<file path="src/design/bfsm_pkg.sv">
// Shared constants for the string membership filter.
// No dependencies; imported by the top level.
package bfsm_pkg;

  localparam int MaxCells = 1024;                 // filter bits in the store
  localparam int AddrW    = $clog2(MaxCells);     // store address width
  localparam int CfgW     = 11;                   // cell count register width
  localparam int HashW    = 32;                   // running hash width
  localparam int StepW    = $clog2(HashW);        // remainder step counter width

  localparam logic [HashW-1:0] Djb2Start    = HashW'(5381);
  localparam logic [HashW-1:0] SdbmStart    = '0;
  localparam logic [CfgW-1:0]  CellCountRst = CfgW'(1024);

  localparam int TdataInW  = 8;   // key_byte
  localparam int TuserInW  = 2;   // func, byte_valid
  localparam int TdataOutW = 8;   // is_member, zero fill
  localparam int TuserOutW = 1;   // was_query

  // Operation codes carried in the func field
  localparam logic FuncInsert = 1'b0;
  localparam logic FuncQuery  = 1'b1;

endpackage

</file>
<file path="src/design/bloom_filter_string_membership.sv">
// Bloom filter for byte strings, djb2 and sdbm hashes, top level.
// Depends on bfsm_pkg and bfsm_ram.
//
// Key strings stream in one byte per transfer; each byte marked byte_valid updates
// both running hashes in the cycle it is accepted, so bytes go at one per cycle
// while tready is high. On the transfer marked tlast the string finishes: both
// hashes are reduced modulo the cell count by a bit-serial remainder unit (one
// hash bit per cycle, both hashes side by side), then the bit store is written
// (insert) or read (query), and one result transfer is produced. The block is
// busy from a string's final transfer until its result is handed to the output
// register; tready is low meanwhile. A finished result sits in an output
// register, so the next string's bytes are taken while it waits.
// After reset the bit store is swept to zero, one entry per cycle, with tready
// low; cell count writes are taken throughout. A cell count of zero acts as
// one, and values above the store size saturate.
module bloom_filter_string_membership
  import bfsm_pkg::*;
(
  input  logic                 clk_i,
  input  logic                 rst_ni,
  // cell count register
  input  logic                 cfg_we_i,
  input  logic [CfgW-1:0]      cfg_wdata_i,
  // key byte stream
  input  logic                 s_axis_tvalid,
  output logic                 s_axis_tready,
  input  logic [TdataInW-1:0]  s_axis_tdata,   // [7:0] key_byte
  input  logic [TuserInW-1:0]  s_axis_tuser,   // [0] func, [1] byte_valid
  input  logic                 s_axis_tlast,   // last_byte
  // result stream
  output logic                 m_axis_tvalid,
  input  logic                 m_axis_tready,
  output logic [TdataOutW-1:0] m_axis_tdata,   // [0] is_member
  output logic [TuserOutW-1:0] m_axis_tuser    // [0] was_query
);

  // sequencer states
  localparam logic [2:0] StClear = 3'd0;  // sweep store to zero
  localparam logic [2:0] StIdle  = 3'd1;  // taking bytes
  localparam logic [2:0] StDiv   = 3'd2;  // remainder steps
  localparam logic [2:0] StAddrA = 3'd3;  // write/read first bit
  localparam logic [2:0] StAddrB = 3'd4;  // write/read second bit
  localparam logic [2:0] StRes   = 3'd5;  // hand result to output register

  logic [2:0]       state_q, state_d;
  logic [CfgW-1:0]  cells_q;
  logic [HashW-1:0] h1_q, h1_d, h2_q, h2_d;
  logic [HashW-1:0] h1_upd, h2_upd, byte_ext;
  logic [HashW-1:0] q1_q, q1_d, q2_q, q2_d;     // dividends, shifted out MSB first
  logic [CfgW-1:0]  r1_q, r1_d, r2_q, r2_d;     // partial remainders
  logic [StepW-1:0] step_q, step_d;
  logic [AddrW:0]   clr_q, clr_d;
  logic             func_q, func_d;
  logic             bit_a_q, bit_a_d;
  logic             out_valid_q, out_valid_d;
  logic [1:0]       out_data_q, out_data_d;
  logic [CfgW-1:0]  n_eff;
  logic             in_xfer, out_free;

  // store port
  logic             mem_we, mem_wdata, mem_rdata;
  logic [AddrW-1:0] mem_waddr, mem_raddr, addr_a, addr_b;

  bfsm_ram #(
    .Width (1),
    .Depth (MaxCells)
  ) u_store (
    .clk_i   (clk_i),
    .we_i    (mem_we),
    .waddr_i (mem_waddr),
    .wdata_i (mem_wdata),
    .raddr_i (mem_raddr),
    .rdata_o (mem_rdata)
  );

  // effective modulus: zero acts as one, saturate at store size
  always_comb begin
    n_eff = cells_q;
    if (cells_q == '0) begin
      n_eff = CfgW'(1);
    end else if (32'(cells_q) > MaxCells) begin
      n_eff = CfgW'(MaxCells);
    end
  end

  // byte as signed char, then both hash updates
  assign byte_ext = {{(HashW-8){s_axis_tdata[7]}}, s_axis_tdata[7:0]};
  assign h1_upd   = (h1_q << 5) + h1_q + byte_ext;
  assign h2_upd   = (h2_q << 6) + (h2_q << 16) - h2_q + byte_ext;

  // one restoring step: bring in next dividend bit, subtract if it fits
  function automatic logic [CfgW-1:0] rem_step(logic [CfgW-1:0] rem, logic nbit,
                                               logic [CfgW-1:0] n);
    logic [CfgW:0] t;
    t = {rem, nbit};
    if (t >= {1'b0, n}) begin
      t = t - {1'b0, n};
    end
    return t[CfgW-1:0];
  endfunction

  assign addr_a = AddrW'(r1_q);
  assign addr_b = AddrW'(r2_q);

  assign s_axis_tready = (state_q == StIdle);
  assign in_xfer       = s_axis_tvalid && s_axis_tready;
  assign out_free      = !out_valid_q || m_axis_tready;
  assign m_axis_tvalid = out_valid_q;
  assign m_axis_tdata  = {{(TdataOutW-1){1'b0}}, out_data_q[1]};
  assign m_axis_tuser  = out_data_q[0];

  // store port steering; read address held on the second bit while stalled
  always_comb begin
    mem_we    = 1'b0;
    mem_wdata = 1'b1;
    mem_waddr = addr_a;
    mem_raddr = (state_q == StAddrB || state_q == StRes) ? addr_b : addr_a;
    unique case (state_q)
      StClear: begin
        mem_we    = 1'b1;
        mem_wdata = 1'b0;
        mem_waddr = clr_q[AddrW-1:0];
      end
      StAddrA: begin
        mem_we = (func_q == FuncInsert);
      end
      StAddrB: begin
        mem_we    = (func_q == FuncInsert);
        mem_waddr = addr_b;
      end
      default: begin
        mem_we = 1'b0;
      end
    endcase
  end

  always_comb begin
    state_d     = state_q;
    h1_d        = h1_q;
    h2_d        = h2_q;
    q1_d        = q1_q;
    q2_d        = q2_q;
    r1_d        = r1_q;
    r2_d        = r2_q;
    step_d      = step_q;
    clr_d       = clr_q;
    func_d      = func_q;
    bit_a_d     = bit_a_q;
    out_valid_d = out_valid_q && !m_axis_tready;
    out_data_d  = out_data_q;
    unique case (state_q)
      StClear: begin
        clr_d = clr_q + 1'b1;
        if (clr_q == (AddrW+1)'(MaxCells - 1)) begin
          state_d = StIdle;
        end
      end
      StIdle: begin
        if (in_xfer) begin
          if (s_axis_tuser[1]) begin
            h1_d = h1_upd;
            h2_d = h2_upd;
          end
          if (s_axis_tlast) begin
            q1_d    = s_axis_tuser[1] ? h1_upd : h1_q;
            q2_d    = s_axis_tuser[1] ? h2_upd : h2_q;
            r1_d    = '0;
            r2_d    = '0;
            step_d  = '0;
            func_d  = s_axis_tuser[0];
            h1_d    = Djb2Start;
            h2_d    = SdbmStart;
            state_d = StDiv;
          end
        end
      end
      StDiv: begin
        r1_d   = rem_step(r1_q, q1_q[HashW-1], n_eff);
        r2_d   = rem_step(r2_q, q2_q[HashW-1], n_eff);
        q1_d   = q1_q << 1;
        q2_d   = q2_q << 1;
        step_d = step_q + 1'b1;
        if (step_q == StepW'(HashW - 1)) begin
          state_d = StAddrA;
        end
      end
      StAddrA: begin
        state_d = StAddrB;
      end
      StAddrB: begin
        bit_a_d = mem_rdata;           // first bit, read last cycle
        state_d = StRes;
      end
      StRes: begin
        if (out_free) begin
          out_valid_d = 1'b1;
          out_data_d  = {(func_q == FuncQuery) && bit_a_q && mem_rdata, func_q};
          state_d     = StIdle;
        end
      end
      default: begin
        state_d = StIdle;
      end
    endcase
  end

  always_ff @(posedge clk_i or negedge rst_ni) begin
    if (!rst_ni) begin
      state_q     <= StClear;
      cells_q     <= CellCountRst;
      h1_q        <= Djb2Start;
      h2_q        <= SdbmStart;
      step_q      <= '0;
      clr_q       <= '0;
      out_valid_q <= 1'b0;
    end else begin
      state_q     <= state_d;
      h1_q        <= h1_d;
      h2_q        <= h2_d;
      step_q      <= step_d;
      clr_q       <= clr_d;
      out_valid_q <= out_valid_d;
      if (cfg_we_i) begin
        cells_q <= cfg_wdata_i;
      end
    end
  end

  // datapath registers
  always_ff @(posedge clk_i) begin
    q1_q       <= q1_d;
    q2_q       <= q2_d;
    r1_q       <= r1_d;
    r2_q       <= r2_d;
    func_q     <= func_d;
    bit_a_q    <= bit_a_d;
    out_data_q <= out_data_d;
  end

endmodule

</file>
<file path="src/design/bfsm_ram.sv">
// Generic single-write, single-read RAM with registered read data.
// No dependencies.
module bfsm_ram #(
  parameter int Width = 1,
  parameter int Depth = 1024
) (
  input  logic                     clk_i,
  input  logic                     we_i,
  input  logic [$clog2(Depth)-1:0] waddr_i,
  input  logic [Width-1:0]         wdata_i,
  input  logic [$clog2(Depth)-1:0] raddr_i,
  output logic [Width-1:0]         rdata_o
);

  logic [Width-1:0] mem_q [Depth];

  always_ff @(posedge clk_i) begin
    if (we_i) begin
      mem_q[waddr_i] <= wdata_i;
    end
    rdata_o <= mem_q[raddr_i];
  end

endmodule
</file>
<file path="config.mk">
export PLATFORM = sky130hd
export DESIGN_NAME = bloom_filter_string_membership
export DESIGN_NICKNAME = d
export VERILOG_FILES = /design/src/design/bfsm_pkg.sv /design/src/design/bloom_filter_string_membership.sv /design/src/design/bfsm_ram.sv
export SDC_FILE = /design/constraint.sdc
export NUM_CORES = 2
export LEC_CHECK = 0
export BUFFER_PORTS_ARGS = -buffer_cell sky130_fd_sc_hd__buf_4
export CAP_MARGIN = 30
export CELL_PAD_IN_SITES_DETAIL_PLACEMENT = 0
export CELL_PAD_IN_SITES_GLOBAL_PLACEMENT = 2
export CORE_UTILIZATION = 43
export DETAILED_ROUTE_END_ITERATION = 6
export GPL_TIMING_DRIVEN = 0
export PLACE_DENSITY = 0.78
export RECOVER_POWER = 50
export SETUP_SLACK_MARGIN = 0.2
export SYNTH_ARGS = -nofsm -noshare
export SYNTH_HDL_FRONTEND = slang
export SYNTH_SLANG_ARGS = --single-unit
</file>
<file path="constraint.sdc">
create_clock -name clk_i -period 16 [get_ports clk_i]
set_input_delay 3.2 -clock clk_i [delete_from_list [all_inputs] [get_ports clk_i]]
set_output_delay 3.2 -clock clk_i [all_outputs]
set_load 0.03 [all_outputs]
</file>
==> flow_summary.yaml <==
clock_tree:
  ctsLongestPathBuffers: 3
  cts.sinks: 1210
  cts-resized-gates: 0
  postCtsSetupBuffers: 0
  cts.htree.levels: 4
  numCtsBuffers: 138
  cts.root.buffer_cell: "clkbuf_16"
  clkTransAtPathRegs_ns: 0.07
  cts_hold_buf: 0
  clk_latency_ns: 0.79
  cts_tree: "done"
grt:
  grt_start_max_net_pins: 196
  grt_use_total_pct: 34.14
  grt_pass1_wl_mm: 326.0
  antenna_found_initial: 4
  first_global_vias: 42792
  gr-total-overflow: 0
route:
  wl_per_cell_um: 31.18
  vias: 45559
  drc_errors: 0
  finalWirelength_mm: 237.8
  ant_nets: 0
  viasPerCell: 5.974
  drtIter0Drc: 6583
  drt_first_pass_iters: 6
timing:
  skew_ns: 0.02993
  setup_violations: 0
  rsz0062_at_grt: "false"
  setup_slack_ns: 5.055
  layout_min_cycle_time_ns: 10.95
  hold_violations: 0
  period_share_pct: 68.41
  drv_slew: 455
  hold_ws_ns: 0.4033
  worst_pin_slew_ns: 6.152
  maxSlewHeadroom_pct: -310.1
  fmax_mhz: 91.37
finish:
  final_area_um2: 66700
  diodes: 0
  nFillCells: 12635
  fin_util_pct: 49.17
  area_growth_pct: 13.23
  nets: 5942
  drive_above_1_share_pct: 7.511
placed_design:
  port_buffers: 28
  dp_hpwl_mm: 165.0
  pre_cts_ws_ns: 7.919
  gp_congestion: 0.9251
  placed_cell_area_um2: 62550
worst_setup_path:
  setup.worst_path.end_class: "register"
  crit_path_max_fanout: 185
  cp-start-kind: "register"
  worstPathArrival_ns: 10.62
  path_class: "reg -> reg"
  required_ns: 15.68
flow_run:
  maxCapViolations: 5
logic_synthesis:
  synthFlopType: "edfxtp_1"
  synthesis.area_um2: 58900
  ys_types: 77
  synth_seq_cells: 1210
  yosysSeqAreaShare_pct: 60.87
  synth_edf_count: 1114
  async_flop_share_pct: 7.851
  yosys_warnings: 0
  syn_inst: 5493
  avgSynthCellArea_um2: 10.72
floorplanning:
  initial_core_util_pct: 43.43
  core.rowCount: 135
  die_x_um: 372.1
  io_pins: 38
  fp.dieArea_um2: 138500
  core_area_um2: 135600
  die_y_um: 372.1
status:
  status: "finished with violations"
  violations: "max-capacitance violations, max-slew violations"
power:
  power.leakage_nw: 23.06
  ir_worst_vdd_uv: 254.9
  p_total_w: 0.01587
  power-per-cell-area_nw_per_um2: 238.0
worst_hold_path:
  hp-class: "reg -> reg"
==> cell families after synthesis <==
family                   count (synthesis)  share of synthesized area, %
AO/OA/AOI/OAI                          532                         6.196
XOR/XNOR                                82                         1.219
adder cells (fa/ha/maj)                180                         4.716
buffers and inverters                  539                         3.919
flip-flops                            1210                         60.87
multiplexers                           224                         3.845
other                                    1                      0.006366
AND/OR/NAND/NOR                       2725                         19.22
==> through the flow <==
step | setup TNS (ns) | std cells
floorplan | 0 | 5499
global placement | -7678.66 | 7308
detailed placement | 0 | 7374
CTS | 0 | 7624
global route | 0 | 7626
finish | 0 | 7626
==> layout by cell type, fill, tap and decap left out, types with 14 or more instances in the layout <==
cell | Yosys | layout
nor2_1 | 1188 | 1184
edfxtp_1 | 1114 | 1114
nand2_1 | 969 | 969
clkbuf_1 | 235 | 317
nand3_1 | 279 | 279
mux2i_1 | 211 | 211
nand4_1 | 151 | 151
clkbuf_16 | 0 | 140
inv_1 | 125 | 123
a32oi_1 | 119 | 119
o21ai_0 | 115 | 115
ha_1 | 110 | 110
a21oi_1 | 101 | 102
buf_2 | 90 | 89
dfrtp_1 | 89 | 89
fa_1 | 70 | 70
buf_4 | 24 | 56
xnor2_1 | 52 | 52
a21o_1 | 43 | 43
buf_8 | 0 | 33
clkinv_1 | 0 | 31
nor3_1 | 30 | 30
xor2_1 | 30 | 30
and3_1 | 27 | 27
buf_1 | 54 | 20
a22o_1 | 19 | 19
buf_6 | 11 | 18
clkinv_2 | 0 | 17
a31oi_1 | 18 | 15
o21a_1 | 15 | 15
buf_16 | 0 | 15
nor4_1 | 14 | 14
==> final cells by class <==
cell class	instances	area, um^2	area share, %
tap	1781	2228	3.341
multi-input combinational	3750	20800	31.19
clock inverter	66	521.8	0.7823
buffer	414	1837	2.754
inverter	125	473.0	0.7091
timing repair buffer	96	1290	1.934
clock buffer	184	3689	5.530
sequential	1210	35860	53.76
==> cells in the mapped netlist, drive strengths merged, types with 11 or more instances <==
| master | number | share of area [%] |
|---|---|---|
| and3 | 27 | 0.29 |
| a21oi | 107 | 0.95 |
| xnor2 | 52 | 0.77 |
| a32oi | 119 | 1.8 |
| o22ai | 12 | 0.13 |
| o21ai | 125 | 1.1 |
| nand2 | 969 | 6.2 |
| mux2 | 12 | 0.24 |
| a21o | 43 | 0.55 |
| nand3b | 12 | 0.15 |
| xor2 | 30 | 0.45 |
| edfxtp | 1114 | 57 |
| nor2 | 1189 | 7.6 |
| nand4 | 151 | 1.6 |
| buf | 179 | 1.6 |
| nor4 | 14 | 0.15 |
| dfrtp | 89 | 3.8 |
| a31oi | 18 | 0.19 |
| o21a | 15 | 0.19 |
| a211oi | 11 | 0.14 |
| fa | 70 | 2.4 |
| clkbuf | 235 | 1.5 |
| nand3 | 279 | 2.4 |
| mux2i | 212 | 3.6 |
| a22o | 19 | 0.28 |
| ha | 110 | 2.3 |
| inv | 125 | 0.80 |
| nor3 | 30 | 0.25 |
==> worst max-delay path, stage by stage (launching register included) <==
cell and delay (ns):
dfrtp_1 0.32, clkbuf_1 0.34, or2_0 0.22, clkbuf_1 0.39
nor2_1 0.26, clkinvlp_2 3.46, clkbuf_1 4.48
==> state kept, by name, indices dropped and copies added (netlist names), 5 cells and up <==
register and count:
u_store.mem_q 1024, h1_q 32, h2_q 32, q1_q 32, q2_q 32, cells_q 11
clr_q 11, r1_q 11, r2_q 11, step_q 5
==> final timing paths <==
| path | depth (start not counted) | startpoint | slack [ns] | to |
|---|---|---|---|---|
| min in group asynchronous | 1 | rst_ni | 3.02 | clr_q[3]$_DFFE_PN0P_ |
| worst min-delay path | 0 | u_store.rdata_o$_DFF_P_ | 0.40 | bit_a_q$_DFFE_PN_ |
| worst max-delay path | 6 | state_q[0]$_DFFE_PN0P_ | 5.05 | u_store.mem_q[27]$_DFFE_PP_ |
| worst min register to register | 0 | u_store.rdata_o$_DFF_P_ | 0.40 | bit_a_q$_DFFE_PN_ |
| max in group asynchronous | 2 | rst_ni | 8.60 | h1_q[11]$_DFFE_PN0P_ |
| worst max register to register | 6 | state_q[0]$_DFFE_PN0P_ | 5.05 | u_store.mem_q[27]$_DFFE_PP_ |
==> where the power goes <==
group | switching [W] | internal [W]
registers | 0.000194 | 0.00448
logic | 0.00590 | 0.00227
clock network | 0.00134 | 0.00169
total | 0.00744 | 0.00843
==> per-layer routing <==
layer,routed length (um),GRT usage [%],vias to the layer above
met4,12670,16.52,2
li1,-,-,19770
met3,22070,6.256,494
met1,92610,44.54,22919
met5,1,0,-
met2,110500,54.82,2374
(Power assumes the default switching activity.)
